--- src/rtl/wsir_pkg.sv ---
// ----------------------------------------------------------------------------
// wsir_pkg
// Shared types and constants of the wavetable sound and IRQ register block.
// ----------------------------------------------------------------------------
package wsir_pkg;

   localparam logic [1:0] OP_WRITE = 2'd0;
   localparam logic [1:0] OP_READ  = 2'd1;
   localparam logic [1:0] OP_CPU   = 2'd2;
   localparam logic [1:0] OP_APU   = 2'd3;

   localparam logic [4:0] PAGE_SOUND = 5'h09; // 0x4800
   localparam logic [4:0] PAGE_IRQLO = 5'h0A; // 0x5000
   localparam logic [4:0] PAGE_IRQHI = 5'h0B; // 0x5800
   localparam logic [4:0] PAGE_PTR   = 5'h1F; // 0xF800

   localparam logic [19:0] FREQ_BASE = 20'hF0000;

   // divider request: dividend and divisor
   typedef struct packed {
      logic        start;
      logic [22:0] dividend;
      logic [17:0] divisor;
   } div_req_type;

   typedef struct packed {
      logic        done;
      logic [22:0] quotient;
   } div_rsp_type;

endpackage

--- src/rtl/wavetable_sound_irq_regs.sv ---
// ----------------------------------------------------------------------------
// wavetable_sound_irq_regs
// Bus-side sound RAM, eight wavetable channels and a 16-bit IRQ counter.
// ----------------------------------------------------------------------------
// Usage: each req_ word carries one bus event (write, read, CPU tick or
// APU tick). Exactly one rsp_ word answers it, carrying the read byte, the
// IRQ level and the eight channel samples after the event.
// Path from accept to rsp_valid: reads, IRQ writes, pointer writes and
// CPU ticks pass ST_RD, ST_EXEC and ST_DONE; a sound RAM write passes the
// same states and adds a channel write back when it lands on a channel
// register, and before that a bit-serial divide when it changes a channel
// frequency to a nonzero value. An APU tick walks the channel memory one
// channel at a time (read, wave fetch, write back).
// One word is in work at a time; req_ready is low until the answer has
// been taken. A stalled receiver holds rsp_ words and the block takes no
// new word until the held one is taken.
// State lives in three memories: sound RAM (128 x 8), wave nibbles
// (256 x 4) and a channel memory (8 entries). After reset a clearing pass
// zeroes the memories before req_ready rises.
module wavetable_sound_irq_regs #(
   parameter int NUM_CHANNELS = 8,
   parameter int RAM_BYTES    = 128
) (
   input  logic        clock,
   input  logic        reset,
   input  logic        req_valid,
   output logic        req_ready,
   input  logic [1:0]  req_operation,
   input  logic [15:0] req_address,
   input  logic [7:0]  req_write_data,
   input  logic [7:0]  req_open_bus,
   output logic        rsp_valid,
   input  logic        rsp_ready,
   output logic [7:0]  rsp_read_data,
   output logic        rsp_irq_line,
   output logic [3:0]  rsp_sample_ch0,
   output logic [3:0]  rsp_sample_ch1,
   output logic [3:0]  rsp_sample_ch2,
   output logic [3:0]  rsp_sample_ch3,
   output logic [3:0]  rsp_sample_ch4,
   output logic [3:0]  rsp_sample_ch5,
   output logic [3:0]  rsp_sample_ch6,
   output logic [3:0]  rsp_sample_ch7
);
   import wsir_pkg::*;

   localparam int PW = $clog2(RAM_BYTES);

   // channel record: freq, reload, countdown, length, step, start, volume
   typedef struct packed {
      logic [17:0] freq;
      logic [22:0] reload;
      logic [22:0] count;
      logic [5:0]  len;
      logic [5:0]  step;
      logic [7:0]  wstart;
      logic [3:0]  vol;
      logic        active;
   } chan_type;

   typedef enum logic [9:0] {
      ST_CLEAR  = 10'b0000000001,
      ST_IDLE   = 10'b0000000010,
      ST_RD     = 10'b0000000100,
      ST_EXEC   = 10'b0000001000,
      ST_DIV    = 10'b0000010000,
      ST_APURD  = 10'b0000100000,
      ST_APUEX  = 10'b0001000000,
      ST_APUWB  = 10'b0010000000,
      ST_DONE   = 10'b0100000000,
      ST_OUT    = 10'b1000000000
   } state_type;

   state_type state_ff, state_in;

   // memories
   logic [7:0] sram [RAM_BYTES];
   logic [3:0] wave [256];
   chan_type   cmem [8];

   logic [7:0] sram_q;
   logic [3:0] wave_q;
   chan_type   cmem_q;

   logic       sram_we;  logic [PW-1:0] sram_wa; logic [7:0] sram_wd;
   logic       wave_we0; logic [7:0] wave_wa0; logic [3:0] wave_wd0;
   logic       wave_we1; logic [7:0] wave_wa1; logic [3:0] wave_wd1;
   logic [7:0] wave_ra;
   logic       cmem_we;  logic [2:0] cmem_wa; chan_type cmem_wd;
   logic [2:0] cmem_ra;

   // request latch
   logic [1:0]  op_ff;
   logic [15:0] addr_ff;
   logic [7:0]  wd_ff, ob_ff;

   // scalar state
   logic [6:0]  ptr_ff, ptr_in;
   logic        ainc_ff, ainc_in;
   logic [2:0]  first_ff, first_in;
   logic        ctl_ff, ctl_in;
   logic [15:0] irqc_ff, irqc_in;
   logic        dly_ff, dly_in;
   logic        irq_ff, irq_in;
   logic [3:0]  out_ff [8];
   logic [3:0]  outv_in;
   logic        outw;
   logic [7:0]  clr_ff, clr_in;
   logic [2:0]  ch_ff, ch_in;
   chan_type    work_ff, work_in;
   logic [7:0]  rd_ff, rd_in;
   logic        rsp_valid_ff;

   div_req_type dreq;
   div_rsp_type drsp;

   wsir_div u_div (.clock(clock), .reset(reset), .req(dreq), .rsp(drsp));

   // memory ports
   always_ff @(posedge clock) begin
      if (sram_we) sram[sram_wa] <= sram_wd;
      sram_q <= sram[ptr_ff[PW-1:0]];
   end
   always_ff @(posedge clock) begin
      if (wave_we0) wave[wave_wa0] <= wave_wd0;
      if (wave_we1) wave[wave_wa1] <= wave_wd1;
      wave_q <= wave[wave_ra];
   end
   always_ff @(posedge clock) begin
      if (cmem_we) cmem[cmem_wa] <= cmem_wd;
      cmem_q <= cmem[cmem_ra];
   end

   // decoded request
   logic [4:0]  page;
   logic [2:0]  cidx;
   logic        chan_hit;
   logic [3:0]  nlo, nhi;
   logic [17:0] fnew;
   logic [5:0]  lnew;
   logic [3:0]  nch;
   logic        en_c;
   logic [2:0]  first_eff;

   always_comb begin
      page     = addr_ff[15:11];
      cidx     = ptr_ff[5:3];
      chan_hit = ptr_ff[6] && ({1'b0, cidx} < 4'(NUM_CHANNELS));
      nlo      = (wd_ff[3:0] < 4'd8) ? 4'd8 : wd_ff[3:0];
      nhi      = (wd_ff[7:4] < 4'd8) ? 4'd8 : wd_ff[7:4];
      lnew     = {3'd0, 3'd0} + {(4'd8 - {1'b0, wd_ff[4:2]}), 2'b00};
      case (ptr_ff[2:0])
         3'd0:    fnew = {cmem_q.freq[17:8], wd_ff};
         3'd2:    fnew = {cmem_q.freq[17:16], wd_ff, cmem_q.freq[7:0]};
         3'd4:    fnew = {wd_ff[1:0], cmem_q.freq[15:0]};
         default: fnew = cmem_q.freq;
      endcase
      first_eff = (ptr_ff == 7'h7F) ? 3'd7 - wd_ff[6:4] : first_ff;
      // channels stay disabled until the control byte has been written once
      en_c      = ((ptr_ff == 7'h7F) || ctl_ff) && (cidx >= first_eff);
      nch       = 4'd8 - {1'b0, first_ff};
   end

   always_comb begin
      state_in = state_ff;
      ptr_in = ptr_ff; ainc_in = ainc_ff; first_in = first_ff; ctl_in = ctl_ff;
      irqc_in = irqc_ff; dly_in = dly_ff; irq_in = irq_ff;
      clr_in = clr_ff; ch_in = ch_ff; work_in = work_ff; rd_in = rd_ff;
      outw = 1'b0; outv_in = wave_q;
      sram_we = 1'b0; sram_wa = ptr_ff[PW-1:0]; sram_wd = wd_ff;
      wave_we0 = 1'b0; wave_wa0 = {ptr_ff, 1'b0}; wave_wd0 = nlo;
      wave_we1 = 1'b0; wave_wa1 = {ptr_ff, 1'b1}; wave_wd1 = nhi;
      wave_ra = work_ff.wstart + {2'b00, work_ff.step};
      cmem_we = 1'b0; cmem_wa = ch_ff; cmem_wd = work_ff; cmem_ra = ch_ff;
      dreq = '0;
      dreq.dividend = {3'd0, FREQ_BASE} * {19'd0, nch};
      dreq.divisor  = work_ff.freq;
      case (state_ff)
         ST_CLEAR: begin
            // zero one entry of each memory per cycle
            sram_we = 1'b1; sram_wa = clr_ff[PW-1:0]; sram_wd = '0;
            wave_we0 = 1'b1; wave_wa0 = clr_ff; wave_wd0 = '0;
            cmem_we = 1'b1; cmem_wa = clr_ff[2:0]; cmem_wd = '0;
            clr_in = clr_ff + 8'd1;
            if (clr_ff == 8'hFF) state_in = ST_IDLE;
         end
         ST_IDLE: begin
            if (req_valid) state_in = ST_RD;
         end
         ST_RD: begin
            // memories read at the pointer / channel address this cycle
            cmem_ra = cidx;
            rd_in = 8'd0;
            ch_in = first_ff;
            if (op_ff == OP_APU) state_in = ST_APURD;
            else state_in = ST_EXEC;
         end
         ST_EXEC: begin
            state_in = ST_DONE;
            case (op_ff)
               OP_WRITE: begin
                  if (addr_ff >= 16'h4800) begin
                     case (page)
                        PAGE_SOUND: begin
                           sram_we = 1'b1; wave_we0 = 1'b1; wave_we1 = 1'b1;
                           if (ptr_ff == 7'h7F) begin
                              first_in = first_eff; ctl_in = 1'b1;
                           end
                           ptr_in = ptr_ff + {6'd0, ainc_ff};
                           if (chan_hit) begin
                              work_in = cmem_q;
                              ch_in = cidx;
                              if (ptr_ff[2:0] == 3'd4 && cmem_q.len != lnew) begin
                                 work_in.len = lnew; work_in.step = 6'd0;
                              end
                              if (ptr_ff[2:0] == 3'd6) work_in.wstart = wd_ff;
                              if (ptr_ff[2:0] == 3'd7) work_in.vol = wd_ff[3:0];
                              work_in.freq = fnew;
                              work_in.active = en_c && fnew != '0 &&
                                               work_in.vol != '0;
                              if (fnew != cmem_q.freq && fnew != '0)
                                 state_in = ST_DIV;
                              else
                                 state_in = ST_APUWB;
                           end
                        end
                        PAGE_IRQLO: begin
                           irqc_in = {irqc_ff[15:8], wd_ff}; irq_in = 1'b0;
                        end
                        PAGE_IRQHI: begin
                           irqc_in = {wd_ff, irqc_ff[7:0]}; irq_in = 1'b0;
                        end
                        PAGE_PTR: begin
                           ainc_in = wd_ff[7]; ptr_in = wd_ff[6:0];
                        end
                        default: ;
                     endcase
                  end
               end
               OP_READ: begin
                  rd_in = ob_ff;
                  if (addr_ff >= 16'h4800 && addr_ff < 16'h6000) begin
                     case (page)
                        PAGE_SOUND: begin
                           rd_in = sram_q; ptr_in = ptr_ff + {6'd0, ainc_ff};
                        end
                        PAGE_IRQLO: rd_in = irqc_ff[7:0];
                        PAGE_IRQHI: rd_in = irqc_ff[15:8];
                        default: ;
                     endcase
                  end
               end
               default: begin
                  if (dly_ff) begin dly_in = 1'b0; irq_in = 1'b1; end
                  if (irqc_ff[15] && irqc_ff != 16'hFFFF) begin
                     irqc_in = irqc_ff + 16'd1;
                     if (irqc_ff == 16'hFFFE) dly_in = 1'b1;
                  end
               end
            endcase
            if (state_in == ST_DIV) begin
               dreq.start = 1'b1;
               dreq.divisor = fnew;
            end
         end
         ST_DIV: begin
            dreq.divisor = work_ff.freq;
            if (drsp.done) begin
               work_in.reload = drsp.quotient;
               work_in.count  = drsp.quotient;
               state_in = ST_APUWB;
            end
         end
         ST_APURD: begin
            // channel entry ch_ff is being read
            if ({1'b0, ch_ff} >= 4'(NUM_CHANNELS)) state_in = ST_DONE;
            else state_in = ST_APUEX;
         end
         ST_APUEX: begin
            // fetch the wave nibble of this channel for the write back
            wave_ra = cmem_q.wstart + {2'b00, cmem_q.step};
            work_in = cmem_q;
            state_in = ST_APUWB;
            if (cmem_q.active) begin
               work_in.count = cmem_q.count - 23'd1;
            end
         end
         ST_APUWB: begin
            // wave_q holds the nibble at start+step of work_ff
            if (op_ff == OP_APU && work_ff.active && work_ff.count == '0) begin
               outw = 1'b1;
               cmem_wd.count = work_ff.reload;
               cmem_wd.step = (work_ff.step + 6'd1 == work_ff.len) ? 6'd0
                                                                  : work_ff.step + 6'd1;
            end
            cmem_we = 1'b1;
            if (op_ff == OP_APU && ch_ff != 3'd7) begin
               ch_in = ch_ff + 3'd1;
               cmem_ra = ch_ff + 3'd1;
               state_in = ST_APURD;
            end else begin
               state_in = ST_DONE;
            end
         end
         ST_DONE: begin
            state_in = ST_OUT;
         end
         ST_OUT: begin
            if (rsp_ready) state_in = ST_IDLE;
         end
         default: state_in = ST_IDLE;
      endcase
   end

   always_ff @(posedge clock) begin
      if (reset) begin
         state_ff <= ST_CLEAR; clr_ff <= '0;
         ptr_ff <= '0; ainc_ff <= 1'b1; first_ff <= 3'd7; ctl_ff <= 1'b0;
         irqc_ff <= '0; dly_ff <= 1'b0; irq_ff <= 1'b0;
         for (int i = 0; i < 8; i++) out_ff[i] <= '0;
      end else begin
         state_ff <= state_in; clr_ff <= clr_in;
         ptr_ff <= ptr_in; ainc_ff <= ainc_in; first_ff <= first_in; ctl_ff <= ctl_in;
         irqc_ff <= irqc_in; dly_ff <= dly_in; irq_ff <= irq_in;
         if (outw) out_ff[ch_ff] <= outv_in;
      end
      ch_ff <= ch_in; work_ff <= work_in; rd_ff <= rd_in;
      if (state_ff == ST_IDLE && req_valid) begin
         op_ff <= req_operation; addr_ff <= req_address;
         wd_ff <= req_write_data; ob_ff <= req_open_bus;
      end
   end

   assign req_ready    = (state_ff == ST_IDLE);
   assign rsp_valid_ff = (state_ff == ST_OUT);
   assign rsp_valid    = rsp_valid_ff;
   assign rsp_read_data  = rd_ff;
   assign rsp_irq_line   = irq_ff;
   assign rsp_sample_ch0 = out_ff[0];
   assign rsp_sample_ch1 = out_ff[1];
   assign rsp_sample_ch2 = out_ff[2];
   assign rsp_sample_ch3 = out_ff[3];
   assign rsp_sample_ch4 = out_ff[4];
   assign rsp_sample_ch5 = out_ff[5];
   assign rsp_sample_ch6 = out_ff[6];
   assign rsp_sample_ch7 = out_ff[7];

   // a word is taken only when no answer is pending
   a_no_overlap: assert property (@(posedge clock) disable iff (reset)
      req_valid && req_ready |-> !rsp_valid) else $error("overlap");
   // the IRQ is raised only by a CPU tick after the delay flag
   a_irq_rise: assert property (@(posedge clock) disable iff (reset)
      $rose(irq_ff) |-> $past(dly_ff)) else $error("irq rise");
   // the delay flag is only set when the counter has reached its top
   a_dly: assert property (@(posedge clock) disable iff (reset)
      $rose(dly_ff) |-> irqc_ff == 16'hFFFF) else $error("delay flag");
endmodule

--- src/rtl/wsir_div.sv ---
// ----------------------------------------------------------------------------
// wsir_div
// Restoring divider, one quotient bit per cycle.
// ----------------------------------------------------------------------------
module wsir_div (
   input  logic                 clock,
   input  logic                 reset,
   input  wsir_pkg::div_req_type req,
   output wsir_pkg::div_rsp_type rsp
);
   import wsir_pkg::*;

   logic [22:0] quo_ff, quo_in;
   logic [18:0] rem_ff, rem_in;
   logic [17:0] dsr_ff, dsr_in;
   logic [4:0]  cnt_ff, cnt_in;
   logic        busy_ff, busy_in;
   logic        done_ff, done_in;
   logic [18:0] trial;

   always_comb begin
      quo_in = quo_ff; rem_in = rem_ff; dsr_in = dsr_ff;
      cnt_in = cnt_ff; busy_in = busy_ff; done_in = 1'b0;
      trial = {rem_ff[17:0], quo_ff[22]};
      if (req.start) begin
         quo_in = req.dividend; rem_in = '0; dsr_in = req.divisor;
         cnt_in = 5'd0; busy_in = 1'b1;
      end else if (busy_ff) begin
         if (trial >= {1'b0, dsr_ff}) begin
            rem_in = trial - {1'b0, dsr_ff};
            quo_in = {quo_ff[21:0], 1'b1};
         end else begin
            rem_in = trial;
            quo_in = {quo_ff[21:0], 1'b0};
         end
         cnt_in = cnt_ff + 5'd1;
         if (cnt_ff == 5'd22) begin
            busy_in = 1'b0; done_in = 1'b1;
         end
      end
   end

   always_ff @(posedge clock) begin
      if (reset) begin
         busy_ff <= 1'b0; done_ff <= 1'b0; cnt_ff <= '0;
      end else begin
         busy_ff <= busy_in; done_ff <= done_in; cnt_ff <= cnt_in;
      end
      quo_ff <= quo_in; rem_ff <= rem_in; dsr_ff <= dsr_in;
   end

   assign rsp.done     = done_ff;
   assign rsp.quotient = quo_ff;
endmodule
--- config.mk ---
export PLATFORM = sky130hd
export DESIGN_NAME = wavetable_sound_irq_regs
export DESIGN_NICKNAME = d
export VERILOG_FILES = /design/src/rtl/wsir_pkg.sv /design/src/rtl/wavetable_sound_irq_regs.sv /design/src/rtl/wsir_div.sv
export SDC_FILE = /design/constraint.sdc
export NUM_CORES = 2
export LEC_CHECK = 0
export ABC_AREA = 1
export BUFFER_PORTS_ARGS = -buffer_cell sky130_fd_sc_hd__buf_2
export CAP_MARGIN = 20
export CELL_PAD_IN_SITES_DETAIL_PLACEMENT = 0
export CELL_PAD_IN_SITES_GLOBAL_PLACEMENT = 1
export CORE_MARGIN = 8
export CORE_UTILIZATION = 52
export DETAILED_ROUTE_END_ITERATION = 10
export PLACE_DENSITY = 0.84
export SLEW_MARGIN = 20
export SYNTH_ARGS = -nofsm -noshare
export SYNTH_HDL_FRONTEND = slang
export SYNTH_SLANG_ARGS = --single-unit
--- constraint.sdc ---
create_clock -name clock -period 8.1 [get_ports clock]
set_clock_uncertainty 0.15 [all_clocks]
set_input_delay 0 -clock clock [delete_from_list [all_inputs] [get_ports clock]]
set_output_delay 0 -clock clock [all_outputs]
set_load 0.03 [all_outputs]
Word level (Yosys, flattened, before mapping)
Memory sizes are Yosys's and may differ from the RTL's. A register that Yosys moved wholly into a read port is not among the register bits.
Cells that the tools add are included.
{ "op_classes": {"n_addsub": 13, "mul": 1, "order_cmp": 6, "eq_ne": 48, "muxes": 108, "n_bitwise": 3, "reduce_logical": 43} }
{ "ops": {"columns": ["operator", "count"], "rows": [
  ["2-to-1 mux 89 bit", 4],
  ["case mux 46 bit (3 select lines)", 1],
  ["case mux 10 bit (10 select lines)", 1],
  ["2-to-1 mux 23 bit", 4],
  ["case mux 16 bit (2 select lines)", 2],
  ["2-to-1 mux 8 bit", 7],
  ["2-to-1 mux 18 bit", 3],
  ["case mux 18 bit (3 select lines)", 1],
  ["2-to-1 mux 10 bit", 5],
  ["case mux 25 bit (2 select lines)", 1],
  ["2-to-1 mux 46 bit", 1],
  ["case mux 23 bit (2 select lines)", 1],
  ["2-to-1 mux 9 bit", 5],
  ["2-to-1 mux 41 bit", 1],
  ["2-to-1 mux 4 bit", 10],
  ["case mux 18 bit (2 select lines)", 1],
  ["2-to-1 mux 16 bit", 2],
  ["2-to-1 mux 1 bit", 31],
  ["2-to-1 mux 7 bit", 4],
  ["case mux 7 bit (2 select lines)", 2],
  ["2-to-1 mux 3 bit", 8],
  ["2-to-1 mux 6 bit", 4],
  ["case mux 8 bit (3 select lines)", 1],
  ["AND reduction 6 bit", 4],
  ["other kinds (67)", 118]
]} }
{ "word_totals": {"reg_bits": 248, "ramBits": 2792, "input_bits": 38, "out_inout_bits": 43, "word_cells": 257, "n_memories": 4} }
{ "mem_list": {"columns": ["name", "depth", "width", "read_ports", "rd_ports_with_merged_regs", "wr", "line", "text"], "rows": [
  ["sram", 128, 8, 1, 1, 1, "wavetable_sound_irq_regs.sv:77", "logic [7:0] sram [RAM_BYTES];"],
  ["wave", 256, 4, 1, 1, 2, "wavetable_sound_irq_regs.sv:78", "logic [3:0] wave [256];"],
  ["cmem", 8, 89, 1, 1, 1, "wavetable_sound_irq_regs.sv:79", "chan_type cmem [8];"],
  ["out_ff", 8, 4, 8, 0, 8, "wavetable_sound_irq_regs.sv:105", "logic [3:0] out_ff [8];"]
]} }

Depth between registers and ports, before layout
{ "depth": {"depth_word": 14, "ltp_mapped": 19, "mapped_depth_nobuf": 17} }

By module
A second synthesis with hierarchy kept.
{ "unflattened": {"cells_unflattened": 12615, "hier_area_um2": 135732.7} }
{ "by_module_without_submodules": {"columns": ["mod", "n_inst", "cells_each", "area_per_inst_um2", "seq_area_each_um2"], "rows": [
  ["wavetable_sound_irq_regs", 1, 12096, 131818.9, 90516.8],
  ["wsir_div", 1, 519, 3913.8, 1731.7]
]} }

Worst setup path after synthesis
Ideal clock, no wire load.
{ "synth_timing": {"kind": "register to register", "start": "register state_ff[4]", "end": "memory cmem[3][0] (netlist bit) (enable)", "setup_time_ns": 0.538, "arrival_time_ns": 5.815, "required_time_ns": 7.412, "slack_ns": 1.598, "path_stages_with_launch": 12, "path_buffers": 0, "cell_sequence": "dfxtp_1 -> nor2_4 -> inv_2 -> nor2_4 -> inv_2 -> nor3_4 -> inv_2 -> nor2_1 -> inv_1 -> nand2_1 -> nand2_1 -> nor2_1"} }
{ "synth_via": {"elab_chain_len": 5, "elab_cells_between_ends": 7, "classes_between": "2 x eq/ne; 4 x mux; 1 x reduce/logical"} }
{ "synth_lines": {"columns": ["element", "line", "text"], "rows": [
  ["start: declaration", "wavetable_sound_irq_regs.sv:74", "state_type state_ff, state_in;"],
  ["start signal: assignment", "wavetable_sound_irq_regs.sv:322", "state_ff <= state_in; clr_ff <= clr_in;"],
  ["equality test 10 x 1 -> 1 bit / equality test 10 x 8 -> 1 bit (equally long branches)", "wavetable_sound_irq_regs.sv:178", "case (state_ff)"],
  ["OR reduction 2 bit (no line)", null, null],
  ["2-to-1 mux 1 bit", "wavetable_sound_irq_regs.sv:178", null],
  ["2-to-1 mux 1 bit", "wavetable_sound_irq_regs.sv:130", "if (cmem_we) cmem[cmem_wa] <= cmem_wd;"],
  ["2-to-1 mux 1 bit (implied by the code)", "wavetable_sound_irq_regs.sv:130", null],
  ["end: declaration", "wavetable_sound_irq_regs.sv:79", null]
]} }
Parallel ways exist; a longest one is shown, timed or not.

==> reports/qor.csv <==
stage,metric,value,unit
clocking,cts_tree,done,
worst_setup_path,path_max_fanout,47,
clocking,clk_pin_slew,0.07,ns
timing,rsz0062_at_grt,false,
logic_synthesis,syn-num-nets,12214,
worst_setup_path,worst_ep_arrival_time,5.98,ns
clocking,ctsResizeCount,0,
cells_and_area,drive_gt1_frac,0.0725,
power,ir_drop,208,uV
worst_setup_path,crit_chain,inv_2 -> nor2_1 -> o21ai_0 -> nand2_1 -> o2111ai_1 -> nor3_1 -> nand3_1 -> nand2_1 -> inv_2 -> nand2_2 -> inv_1 -> o21ai_0 -> nand2_1,
logic_synthesis,yosysUniqueCellTypes,69,
logic_synthesis,syn_area,135000,sq um
timing,finalWorstPathRequiredPeriod,5.50,ns
hold_path,min_to,state_ff[7]$_SDFFE_PP0P_,
cells_and_area,final_nets,12090,
clocking,cts_root_buf,clkbuf_16,
logic_synthesis,synth.top_cell.area_share,0.656,
power,powerDensity,246,nW/um^2
logic_synthesis,synth_warnings,0,
drt,vias,93998,
floorplanning,die_area,275000,sq um
drt,totalWireLength,385000,um
drt,viasPerCell,6.01,
drt,drtIter0Drc,11515,
cells_and_area,mostFrequentLayoutCell,edfxtp_1,
worst_setup_path,r2r_cells,13,
clocking,clock_latency,0.91,ns
drt,drtAntennaViolNets,0,
logic_synthesis,synth_edf_count,2940,
grt,grt_pass1_vias,90849,
worst_setup_path,cp.buffers_inverters,3,
clocking,ctsHtreeMaxLevel,5,
timing,worst_slew_pin_slew,1.26,ns
logic_synthesis,seq_area_frac_synth,0.684,
floorplanning,start_util,0.523,
place,dp.cells,14992,
worst_setup_path,crit_path_top_delay_cell,dfxtp_4,
hold_path,min_path_type,in2reg,
timing,finalSetupViolCount,0,
logic_synthesis,yosys.area.top_type,edfxtp_1,
power,internal-power,0.0279,W
logic_synthesis,synth-async-reset-ratio,0,
worst_setup_path,crit_path_start_kind,flop,
cells_and_area,utilization,0.578,
floorplanning,rows,186,
grt,gr-total-overflow,0,
power,p_switching,0.00868,W
cells_and_area,mostFrequentLayoutCells,"edfxtp_1, nand2_1, inv_1, nand3_1, o21ai_0",
place,dp_hpwl,215000,um
timing,setup_tns,0,ns
worst_setup_path,r2r_slack,2.60,ns
timing,hold_viol_final,0,
timing,fin_ws,2.60,ns
timing,slew_violations,0,
floorplanning,fp.dieW,525,um
drt,routedWlPerCell,24.6,um
place,gp_congestion,0.864,
clocking,cts_buffer_depth,4,
flow_run,cap_violations,0,
worst_setup_path,r2r_start,ptr_ff[2]$_SDFFE_PP0P_,
power,clock_power_share,0.400,
place,portBuffers,69,
worst_setup_path,max_stage_delay,0.89,ns
grt,grt_pass1_wl,568000,um
floorplanning,ios,81,
power,swShare,0.237,
hold_path,min_from,reset,
cells_and_area,nFillCells,20491,
logic_synthesis,synth-seq-cells,3130,
floorplanning,core,257000,sq um
worst_setup_path,path_delay_family,simple AND/OR/NAND/NOR gates,
timing,max_slew_margin,0.157,
place,dp_slack,2.78,ns
power,p_comb_frac,0.080,
logic_synthesis,ys.flop_type,edfxtp_1,
power,p_leak,54.2,nW
clocking,cts_buffers,324,
worst_setup_path,startpoint,ptr_ff[2]$_SDFFE_PP0P_,
worst_setup_path,crit_type,reg2reg,
worst_setup_path,path_common_cell,nand2_1,
grt,grt_max_degree,201,
cells_and_area,area.growth.synth_to_final,10.5,%
power,p_seq_frac,0.520,
worst_setup_path,rr_endpoint,u_div.quo_ff[17]$_DFFE_PP_,
timing,min_period_over_period,0.679,
floorplanning,die_y,525,um
grt,track_usage,0.268,
worst_setup_path,end_kind,flop,
logic_synthesis,syn_area_per_cell,11.1,sq um
drt,drcViolationCount,0,
status,status,completed,
grt,antenna_found_initial,13,
clocking,cts_num_sinks,3130,
cells_and_area,fin_cells,15630,
hold_path,worstHoldPathCells,3,
logic_synthesis,yosys-top-cells-area,"edfxtp_1, nand2_1, nand3_1",
logic_synthesis,syn_inst,12113,
drt,firstDrtPassIters,6,
timing,fin_hold_ws,0.134,ns
worst_setup_path,crit_required,8.57,ns
timing,fmax,182,MHz
-- sequential cells by signal, summed over array words and instances (netlist names), 8 cells and up --
| signal | flops |
|---|---|
| clr_ff | 8 |
| work_ff | 89 |
| out_ff | 32 |
| wd_ff | 8 |
| sram | 1024 |
| state_ff | 10 |
| irqc_ff | 16 |
| u_div.quo_ff | 23 |
| u_div.dsr_ff | 18 |
| u_div.rem_ff | 18 |
| rsp_read_data | 8 |
| ob_ff | 8 |
| wave | 1024 |
| sram_q | 8 |
| cmem_q | 89 |
| cmem | 712 |
-- kinds of logic after synthesis --
group / after synthesis / synth area share
XOR/XNOR: 56 / 0.00364
multiplexers: 89 / 0.00745
flip-flops: 3130 / 0.684
AND/OR/NAND/NOR: 4767 / 0.150
buffers and inverters: 1946 / 0.0569
adder cells (fa/ha/maj): 63 / 0.00625
AO/OA/AOI/OAI: 2062 / 0.0911
-- cells in the mapped netlist (91+ instances only) --
cell and n:
dfxtp_1 190, nand4_1 91, o21ai_0 1060, buf_2 216
clkbuf_1 396, inv_1 1206, a22oi_1 256, o22ai_1 227
nor2_1 938, edfxtp_1 2940, a21oi_1 162, nand2_1 2440
nand3_1 1089
-- metrics by stage --
stage	instance area, sq um	total power (W)
2_1_floorplan	135000	0.0209
3_3_place_gp	138000	0.0221
3_5_place_dp	138000	0.0222
4_1_cts	149000	0.0366
5_1_grt	149000	0.0375
6_report	149000	0.0366
-- cell type report --
cell class	count	area, sq um	share of cell area
Inverter	1234	4670	0.0314
Clock buffer	424	8810	0.0592
Clock inverter	154	1510	0.0101
Sequential cell	3130	92100	0.619
Antenna cell	5	12.5	0.0000841
Multi-Input combinational cell	7037	35100	0.236
Timing Repair Buffer	262	2280	0.0153
Tap cell	3384	4230	0.0285
-- routing by layer --
layer  track usage  up-vias  routed length (um)
met5             0        -                   0
met4         0.127        0               20000
met3        0.0503      920               40100
met2         0.422     5236              175000
met1         0.363    45639              150000
li1              -    42203                   -
-- power by group through the flow --
| stage | combinational (W) | clock, W | sequential [W] |
|---|---|---|---|
| after floorplan | 0.00160 | 0 | 0.0194 |
| after global placement | 0.00276 | 0 | 0.0193 |
| after detailed placement | 0.00285 | 0 | 0.0193 |
| after CTS | 0.00288 | 0.0147 | 0.0190 |
| after global routing | 0.00314 | 0.0153 | 0.0190 |
| final | 0.00294 | 0.0146 | 0.0190 |
-- worst register-to-register path, stage by stage, from the launching register on --
cell and delay (ns):
dfxtp_4 0.89, inv_2 0.47, nor2_1 0.74, o21ai_0 0.38
nand2_1 0.15, o2111ai_1 0.12, nor3_1 0.23, nand3_1 0.22
nand2_1 0.17, inv_2 0.06, nand2_2 0.60, inv_1 0.69
o21ai_0 0.28, nand2_1 0.07
-- worst max path at each step --
stage,to,slack [ns],depth (start not counted)
floorplan,cmem[3][0]$_DFFE_PP_,1.60,11
finish,u_div.quo_ff[17]$_DFFE_PP_,2.60,13
global placement,u_div.quo_ff[17]$_DFFE_PP_,2.78,13
CTS,u_div.quo_ff[17]$_DFFE_PP_,2.74,13
global route,u_div.quo_ff[17]$_DFFE_PP_,2.39,15
detailed placement,u_div.quo_ff[17]$_DFFE_PP_,2.78,13
-- repair_timing --
item	CTS	global route
setup buffers	0	0
hold buffers	53	0
endpoints found under the hold margin	93	0
No activity file was read; power rests on OpenSTA's default activity.
